<file path="src/hdl/tisf_pkg.sv">
// shared types and constants for the telnet iac sequence framer
// no dependencies; imported by tisf_step and telnet_iac_sequence_framer
package tisf_pkg;

  localparam int MaxLen   = 4095;
  localparam int LenCap   = (MaxLen < 4095) ? MaxLen : 4095;
  localparam int CountW   = 12;

  localparam logic [7:0] ByteIac  = 8'd255;
  localparam logic [7:0] ByteDont = 8'd254;
  localparam logic [7:0] ByteDo   = 8'd253;
  localparam logic [7:0] ByteWont = 8'd252;
  localparam logic [7:0] ByteWill = 8'd251;
  localparam logic [7:0] ByteSb   = 8'd250;
  localparam logic [7:0] ByteSe   = 8'd240;

  localparam logic [CountW-1:0] LenOpt3 = CountW'(3);
  localparam logic [CountW-1:0] LenCmd2 = CountW'(2);

  typedef enum logic [2:0] {
    StPending  = 3'd0,
    StComplete = 3'd1,
    StNotSeq   = 3'd2,
    StAfterEnd = 3'd3,
    StTooLong  = 3'd4
  } status_e;

  typedef enum logic [2:0] {
    PhFirst  = 3'd0,
    PhCmd    = 3'd1,
    PhOpt3   = 3'd2,
    PhSbOpt  = 3'd3,
    PhSbBody = 3'd4,
    PhSbIac  = 3'd5,
    PhDone   = 3'd6
  } phase_e;

  typedef struct packed {
    logic [7:0] data_byte;
    logic       start_of_buffer;
  } in_beat_t;

  typedef struct packed {
    status_e           status;
    logic [CountW-1:0] seq_length;
  } out_beat_t;

  // scan state carried between beats
  typedef struct packed {
    phase_e            phase;
    logic [CountW-1:0] count;
  } scan_t;

endpackage

</file>
<file path="src/hdl/telnet_iac_sequence_framer.sv">
// Telnet IAC sequence framer. Each input beat carries one buffer byte and a
// start-of-buffer flag; each input beat yields exactly one result beat with a
// status (pending, complete, not a sequence, after end, too long) and the
// command length when complete. One byte per clock is sustained while the
// output is not stalled: a beat sits in the input register while the scan
// logic works on it, then moves to the result register, so throughput is set only
// by downstream stall. After reset, bytes without a start flag report after end.
// depends on tisf_pkg and tisf_step
module telnet_iac_sequence_framer (
  input  logic                 clk_i,
  input  logic                 rst_ni,
  input  logic                 in_valid_i,
  output logic                 in_stall_o,
  input  tisf_pkg::in_beat_t   in_beat_i,
  output logic                 out_valid_o,
  input  logic                 out_stall_i,
  output tisf_pkg::out_beat_t  out_beat_o
);
  import tisf_pkg::*;

  logic      s1_valid_q;
  in_beat_t  s1_beat_q;
  logic      out_valid_q;
  out_beat_t out_beat_q;
  scan_t     scan_q;
  scan_t     scan_d;
  out_beat_t result;
  logic      advance;

  // the result register frees up when empty or when its beat is taken
  assign advance    = !out_valid_q || !out_stall_i;
  assign in_stall_o = s1_valid_q && !advance;

  tisf_step u_step (
    .scan_i   (scan_q),
    .beat_i   (s1_beat_q),
    .scan_o   (scan_d),
    .result_o (result)
  );

  always_ff @(posedge clk_i or negedge rst_ni) begin
    if (!rst_ni) begin
      s1_valid_q   <= 1'b0;
      out_valid_q  <= 1'b0;
      scan_q.phase <= PhDone;
      scan_q.count <= '0;
    end else begin
      if (!in_stall_o) s1_valid_q <= in_valid_i;
      if (advance) out_valid_q <= s1_valid_q;
      if (advance && s1_valid_q) scan_q <= scan_d;
    end
  end

  always_ff @(posedge clk_i) begin
    if (!in_stall_o && in_valid_i) s1_beat_q <= in_beat_i;
    if (advance && s1_valid_q) out_beat_q <= result;
  end

  assign out_valid_o = out_valid_q;
  assign out_beat_o  = out_beat_q;

  a_len_when_complete : assert property (@(posedge clk_i) disable iff (!rst_ni)
    out_valid_o && out_beat_o.status == StComplete |-> out_beat_o.seq_length >= LenCmd2)
    else $error("complete result with length below two");

  a_len_zero_otherwise : assert property (@(posedge clk_i) disable iff (!rst_ni)
    out_valid_o && out_beat_o.status != StComplete |-> out_beat_o.seq_length == '0)
    else $error("nonzero length on a non-complete result");

  a_done_after_answer : assert property (@(posedge clk_i) disable iff (!rst_ni)
    advance && s1_valid_q && result.status != StPending |=> scan_q.phase == PhDone)
    else $error("scan not finished after an answer");

  a_count_capped : assert property (@(posedge clk_i) disable iff (!rst_ni)
    {1'b0, scan_q.count} <= (CountW+1)'(LenCap))
    else $error("byte count past the length limit");

  a_stall_needs_beat : assert property (@(posedge clk_i) disable iff (!rst_ni)
    in_stall_o |-> s1_valid_q && out_valid_q)
    else $error("input stalled with room in the pipeline");

endmodule

</file>
<file path="src/hdl/tisf_step.sv">
// per-beat scan logic: next scan state and result for one byte
// depends on tisf_pkg
module tisf_step (
  input  tisf_pkg::scan_t    scan_i,
  input  tisf_pkg::in_beat_t beat_i,
  output tisf_pkg::scan_t    scan_o,
  output tisf_pkg::out_beat_t result_o
);
  import tisf_pkg::*;

  phase_e            cur_phase;
  logic [CountW-1:0] cur_count;
  logic [CountW:0]   next_count;
  logic              too_long;
  logic              is_opt_cmd;

  // a start flag restarts the scan on this very byte
  assign cur_phase  = beat_i.start_of_buffer ? PhFirst : scan_i.phase;
  assign cur_count  = beat_i.start_of_buffer ? '0 : scan_i.count;
  assign next_count = {1'b0, cur_count} + (CountW+1)'(1);
  assign too_long   = next_count > (CountW+1)'(LenCap);
  assign is_opt_cmd = (beat_i.data_byte == ByteDo)   || (beat_i.data_byte == ByteDont) ||
                      (beat_i.data_byte == ByteWill) || (beat_i.data_byte == ByteWont);

  // next state
  always_comb begin
    scan_o.phase = cur_phase;
    scan_o.count = cur_count;
    if (cur_phase == PhDone || cur_phase > PhDone || too_long) begin
      scan_o.phase = PhDone;
    end else begin
      scan_o.count = next_count[CountW-1:0];
      unique case (cur_phase)
        PhFirst:  scan_o.phase = (beat_i.data_byte == ByteIac) ? PhCmd : PhDone;
        PhCmd: begin
          if (is_opt_cmd) begin
            scan_o.phase = PhOpt3;
          end else if (beat_i.data_byte == ByteSb) begin
            scan_o.phase = PhSbOpt;
          end else begin
            scan_o.phase = PhDone;
          end
        end
        PhOpt3:   scan_o.phase = PhDone;
        PhSbOpt:  scan_o.phase = PhSbBody;
        PhSbBody: scan_o.phase = (beat_i.data_byte == ByteIac) ? PhSbIac : PhSbBody;
        PhSbIac:  scan_o.phase = (beat_i.data_byte == ByteSe) ? PhDone : PhSbBody;
        default:  scan_o.phase = PhDone;
      endcase
    end
  end

  // result of this byte
  always_comb begin
    result_o.status     = StPending;
    result_o.seq_length = '0;
    if (cur_phase == PhDone || cur_phase > PhDone) begin
      result_o.status = StAfterEnd;
    end else if (too_long) begin
      result_o.status = StTooLong;
    end else begin
      unique case (cur_phase)
        PhFirst: begin
          if (beat_i.data_byte != ByteIac) result_o.status = StNotSeq;
        end
        PhCmd: begin
          if (!is_opt_cmd && beat_i.data_byte != ByteSb) begin
            result_o.status     = StComplete;
            result_o.seq_length = LenCmd2;
          end
        end
        PhOpt3: begin
          result_o.status     = StComplete;
          result_o.seq_length = LenOpt3;
        end
        PhSbIac: begin
          if (beat_i.data_byte == ByteSe) begin
            result_o.status     = StComplete;
            result_o.seq_length = next_count[CountW-1:0];
          end
        end
        default: result_o.status = StPending;
      endcase
    end
  end

endmodule
</file>
<file path="config.mk">
export PLATFORM = sky130hd
export DESIGN_NAME = telnet_iac_sequence_framer
export DESIGN_NICKNAME = d
export VERILOG_FILES = /design/src/hdl/tisf_pkg.sv /design/src/hdl/telnet_iac_sequence_framer.sv /design/src/hdl/tisf_step.sv
export SDC_FILE = /design/constraint.sdc
export NUM_CORES = 1
export LEC_CHECK = 0
export ABC_AREA = 1
export BUFFER_PORTS_ARGS = -buffer_cell sky130_fd_sc_hd__buf_2
export CAP_MARGIN = 20
export CORE_ASPECT_RATIO = 1.5
export CORE_MARGIN = 8
export CORE_UTILIZATION = 40
export CTS_CLUSTER_DIAMETER = 60
export DETAILED_ROUTE_END_ITERATION = 10
export PLACE_DENSITY = 0.61
export SLEW_MARGIN = 20
export SYNTH_ARGS = -nofsm -noshare
export SYNTH_HDL_FRONTEND = slang
export SYNTH_SLANG_ARGS = --single-unit
</file>
<file path="constraint.sdc">
create_clock -name clk_i -period 2.4 [get_ports clk_i]
set_clock_uncertainty 0.1 [all_clocks]
set_input_delay 0.12 -clock clk_i [delete_from_list [all_inputs] [get_ports clk_i]]
set_output_delay 0.12 -clock clk_i [all_outputs]
set_load 0.05 [all_outputs]
</file>
# Yosys cells after proc, flatten, opt, wreduce, memory -nomap -nowiden
# Cells that the tools add are included.
[totals]
register_bits = 41
inputBits = 13
output_inout_bits = 17
wordCells = 59
[op_classes]
reduce_logical = 17
n_addsub = 1
n_eq_ne = 15
muxes = 16
magnitude_cmp = 2
[op_table]
columns = ["cell", "n"]
rows = [
  ["$eq 8x8->1 const B", 7],
  ["$pmux 12 s3", 1],
  ["$mux 13", 2],
  ["$mux 12", 2],
  ["$mux 3", 6],
  ["$ne 8x8->1 const B", 2],
  ["$pmux 3 s5", 1],
  ["$add 12x1->13 const B", 1],
  ["$gt 13x12->1 const B", 1],
  ["$pmux 3 s4", 1],
  ["$eq 3x3->1 const B", 3],
  ["$eq 3x2->1 const B", 2],
  ["$logic_or 1x1->1", 6],
  ["$logic_not 1->1", 5],
  ["$logic_and 1x1->1", 4],
  ["$mux 2", 2],
  ["$eq 3x1->1 const B", 1],
  ["$gt 3x3->1 const B", 1],
  ["$logic_not 3->1", 1],
  ["$reduce_or 2->1", 1],
  ["$mux 1", 1],
]

# Depth between registers and ports, before layout
[depth]
ltp_word = 9
ltp_mapped = 21
ltp_nobuf = 18

# Modules after synthesis
# Synthesis repeated with hierarchy kept, for this count alone.
[unflattened]
hier_cells = 323
hier_area_um2 = 2533.7
[by_module_without_submodules]
columns = ["mod", "area_each_um2", "cells_per_inst", "n_inst", "seq_area_each_um2"]
rows = [
  ["telnet_iac_sequence_framer", 1446.4, 99, 1, 1148.6],
  ["tisf_step", 1087.3, 224, 1, 0.0],
]

# Least setup slack after synthesis
# No wires, ideal clock.
[synth_timing]
path_type = "reg-to-reg"
startpoint = "register s1_beat_q[0] in the netlist's numbering"
endpoint = "register out_beat_q (netlist bit out_beat_o[12]), data pin"
setup_ns = 0.275
t_required_ns = 2.025
n_path_buf = 3
slack_ns = 0.061
path_stages_with_launch = 17
arrival_time_ns = 1.964
period_less_slack_ns = 2.339
cell_sequence = "edfxtp_1 -> buf_6 -> inv_6 -> buf_12 -> nand2_2 -> inv_1 -> ha_1 -> nand3_1 -> nor2_2 -> nand3b_1 -> nand2_1 -> nand3_1 -> nor2_2 -> nand2_4 -> buf_4 -> nand2_1 -> o21ai_0"
[synth_via]
elab_chain_cells = 4
elab_cells_between_ends = 13
cone_classes = "add/sub (1); order compare (2); eq/ne (4); mux (4); reduce/logical (2)"
[synth_rtl]
columns = ["element", "line", "source"]
rows = [
  ["start: declaration", "telnet_iac_sequence_framer.sv:22", "in_beat_t s1_beat_q;"],
  ["start signal: assignment", "telnet_iac_sequence_framer.sv:55", "if (!in_stall_o && in_valid_i) s1_beat_q <= in_beat_i;"],
  ["$mux 12 or $mux 3 (tied branches)", "tisf_step.sv:19, tisf_step.sv:18", ""],
  ["$add 12x1->13 (tied with other cells)", "tisf_step.sv:20", "assign next_count = {1'b0, cur_count} + (CountW+1)'(1);"],
  ["$gt 13x12->1 or $pmux 3 s4 (tied branches)", "tisf_step.sv:21, tisf_step.sv:62", ""],
  ["$mux 3", "tisf_step.sv:59", "end else if (too_long) begin"],
  ["end signal: assignment", "telnet_iac_sequence_framer.sv:56", "if (advance && s1_valid_q) out_beat_q <= result;"],
  ["end: declaration", "telnet_iac_sequence_framer.sv:24", "out_beat_t out_beat_q;"],
]
# Several ways; a longest one is shown, not always the timed one.
# A chain may end at the register's enable or synchronous reset.

# Worst setup path in the final report
[layout_timing]
startpoint = "register s1_beat_q[0] in the netlist's numbering"
endpoint = "register out_beat_q (netlist bit out_beat_o[7]), data pin"
[layout_via]
elab_chain_cells = 4
elab_cells_between_ends = 13
cone_classes = "add/sub (1); order compare (2); eq/ne (4); mux (4); reduce/logical (2)"
[layout_rtl]
columns = ["element", "line", "source"]
rows = [
  ["$mux 12 or $mux 3 (tied branches)", "tisf_step.sv:19, tisf_step.sv:18", ""],
  ["$add 12x1->13 (tied with other cells)", "tisf_step.sv:20", ""],
  ["$gt 13x12->1 (tied with other cells)", "tisf_step.sv:21", "assign too_long = next_count > (CountW+1)'(LenCap);"],
  ["$reduce_or 2->1 (no source line) or $pmux 12 s3 (tied branches)", "-", ""],
]
# Several ways; a longest one is shown, not always the timed one.

==> flow_summary.toml <==
[final_layout]
layout_common_cells = "nand2_1, inv_1, nor2_1"
area_growth_pct = 27.2
num_antenna_cells = 0
nets = 374
layout.cells.non_filler = 432
final_common_cell = "nand2_1"
drive_gt1_share_pct = 25.8

[clocking]
clock_tree.root_cell = "clkbuf_8"
htree_num_levels = 2
clk_pin_slew_ns = 0.08
numCtsBuffers = 5
clock_latency_ns = 0.29
cts_buffer_depth = 2
cts.sinks = 41
cts_tree = "built"

[routing]
drc_errors = 0
vias_per_cell = 4.82
firstDrtPassIters = 4
ant_nets = 0
wl_per_cell_microns = 12.4
drtIter0Drc = 111
wl_microns = 5360
vias = 2084

[timing]
grt_setup_unrepaired = "true"
slew-limit-headroom_pct = 64.0
drv_slew = 0
setup_viol = 0
period_share_pct = 95.9
finalCriticalPeriod_ns = 2.30
hold_violations = 0
fmax_mhz = 434
worst_pin_slew_ns = 0.539
fin_tns_setup_ns = 0

[synthesis]
syn_nets = 319
synth.area.top_cells = "edfxtp_1, nand2_1, dfrtp_1"
async_flop_share_pct = 41.5
synth_edf_count = 24
synth_seq_area_share_pct = 48.2
ys_types = 34
yosys_register_bits = 41
yosys_warnings = 0
synth_flop_cell = "edfxtp_1"
yosysTopAreaCell = "edfxtp_1"
yosysTopAreaCellShare_pct = 30.2
syn_area_sq_mm = 0.00238
avgSynthCellArea_sq_um = 7.84
synthCells = 304

[power]
vdd_drop_max_uv = 483
p_leak_nw = 1.46
cellPowerDensity_mw_per_mm2 = 672

[global_route]
grt_pass1_wl_microns = 8870
grt_max_degree = 30
antenna_found_initial = 0
grt_pass1_vias = 1988
grt.total_usage_pct = 12.3
overflow = 0

[setup_path]
startpoint_type = "flop"
cp_data_arrival_time_ns = 2.25
cp-end-kind = "flop"
max_stage_delay_ns = 0.44
slowest_stage = "edfxtp_1"
worst_path_most_repeated_cell = "nand2_4"
r2r_slack_ns = 0.1
worstSetupPathType = "reg2reg"
path_max_fanout = 8
cp_data_required_time_ns = 2.35
worstPathCellList = "clkinv_4 -> nand2_4 -> inv_4 -> ha_4 -> nand3_4 -> nor2_4 -> nand3b_1 -> nand2_2 -> nand3_2 -> nor2_2 -> nand2_4 -> buf_6 -> nand4_1 -> nor2_1"

[floorplan]
start_util_pct = 41.2
num_rows = 34
fp.dieW_microns = 79.0
ios = 30
die_area_sq_mm = 0.00874
coreArea_sq_mm = 0.00579
die_h_microns = 111

[placed_design]
io_buffers = 29
gp_congestion = 0.938
hpwl_microns = 3870
dp.cells = 410

[run]
cap_viol_max_count = 0

[worst_hold_path]
holdCritPathClass = "in2async"

[run_status]
status = "completed"
-- critical path, delay by kind of cell, from the launching register on --
kind,cells,cell delay [ns]
and+or+nand+nor,10,1.07
DFF,1,0.44
adders and majority gates,1,0.14
buffers and inverters,3,0.33
-- power by group --
part / switching, mW / internal (mW)
logic: 0.383 / 0.177
registers: 0.0559 / 0.846
clock network: 0.238 / 0.338
-- state kept, by name, summed over array words and instances (netlist names) --
| signal | count |
|---|---|
| out_beat_o | 15 |
| scan_q | 15 |
| s1_beat_q | 9 |
| out_valid_o | 1 |
| s1_valid_q | 1 |
-- Yosys cell counts, drive strengths merged (3+ instances only) --
cell type  count
edfxtp        24
o21ai          8
nor4           3
nor3           5
clkbuf         3
nand4         14
dfrtp         15
a21oi          4
nand3         13
inv           42
nand2        112
nor2          45
buf            6
-- per-stage QoR --
step                cell area (sq um)  util, %  total power, mW  hold slack [ns]  worst slack, ns
finish                           3030     52.4             2.04            0.186           0.0974
global placement                 2650     45.8             1.40          -0.0317           0.0189
detailed placement               2650     45.8             1.40          -0.0213          -0.0339
global route                     3030     52.4             2.15            0.212          -0.0581
CTS                              2900     50.0             2.00            0.190         -0.00455
floorplan                        2380        -             1.27           -0.276           0.0608
-- routing by layer --
metal  part of all wire, %  track usage (%)  wire (microns)
met4                   1.6             4.47              87
met2                    52             21.3            2780
met5                     0                0               0
met1                    42             14.0            2270
met3                   4.3             2.92             228
-- final cells by class --
cell class                      instances  area (sq um)
Multi-Input combinational cell        213          1120
Fill cell                             554          2750
Inverter                               42           168
Tap cell                               72          90.1
Clock buffer                            6          82.6
Timing Repair Buffer                   56           389
Clock inverter                          2          37.5
Sequential cell                        41          1150
-- final timing paths --
kind / from / endpoint / cells past startpoint
max: s1_beat_q[0] / out_beat_o[7] / 14
min: rst_ni / scan_q[4] / 2
max reg2reg: s1_beat_q[0] / out_beat_o[7] / 14
min reg2reg: s1_valid_q / out_valid_o / 2
max in group asynchronous: rst_ni / scan_q[13] / 2
min in group clk_i: s1_valid_q / out_valid_o / 2
-- repair_timing --
item | 4_1_cts | 5_1_grt
hold buffers | 12 | 0
endpoints found under the hold margin | 28 | 0
setup buffers | 0 | 1
cloned | 0 | 1
gates resized for setup | 3 | 31
pin swaps | 0 | 19
endpoints found under the setup margin | 16 | 30
-- cell families after synthesis --
logic type                 share of synthesized area, %
and+or+nand+nor                                    36.8
AOI/OAI and AO/OA                                  3.57
buffers and inverters                              10.1
DFF                                                48.2
xor gates and xnor gates                          0.367
adders and majority gates                          1.05
Note: power is estimated with default switching activity, not from simulation.
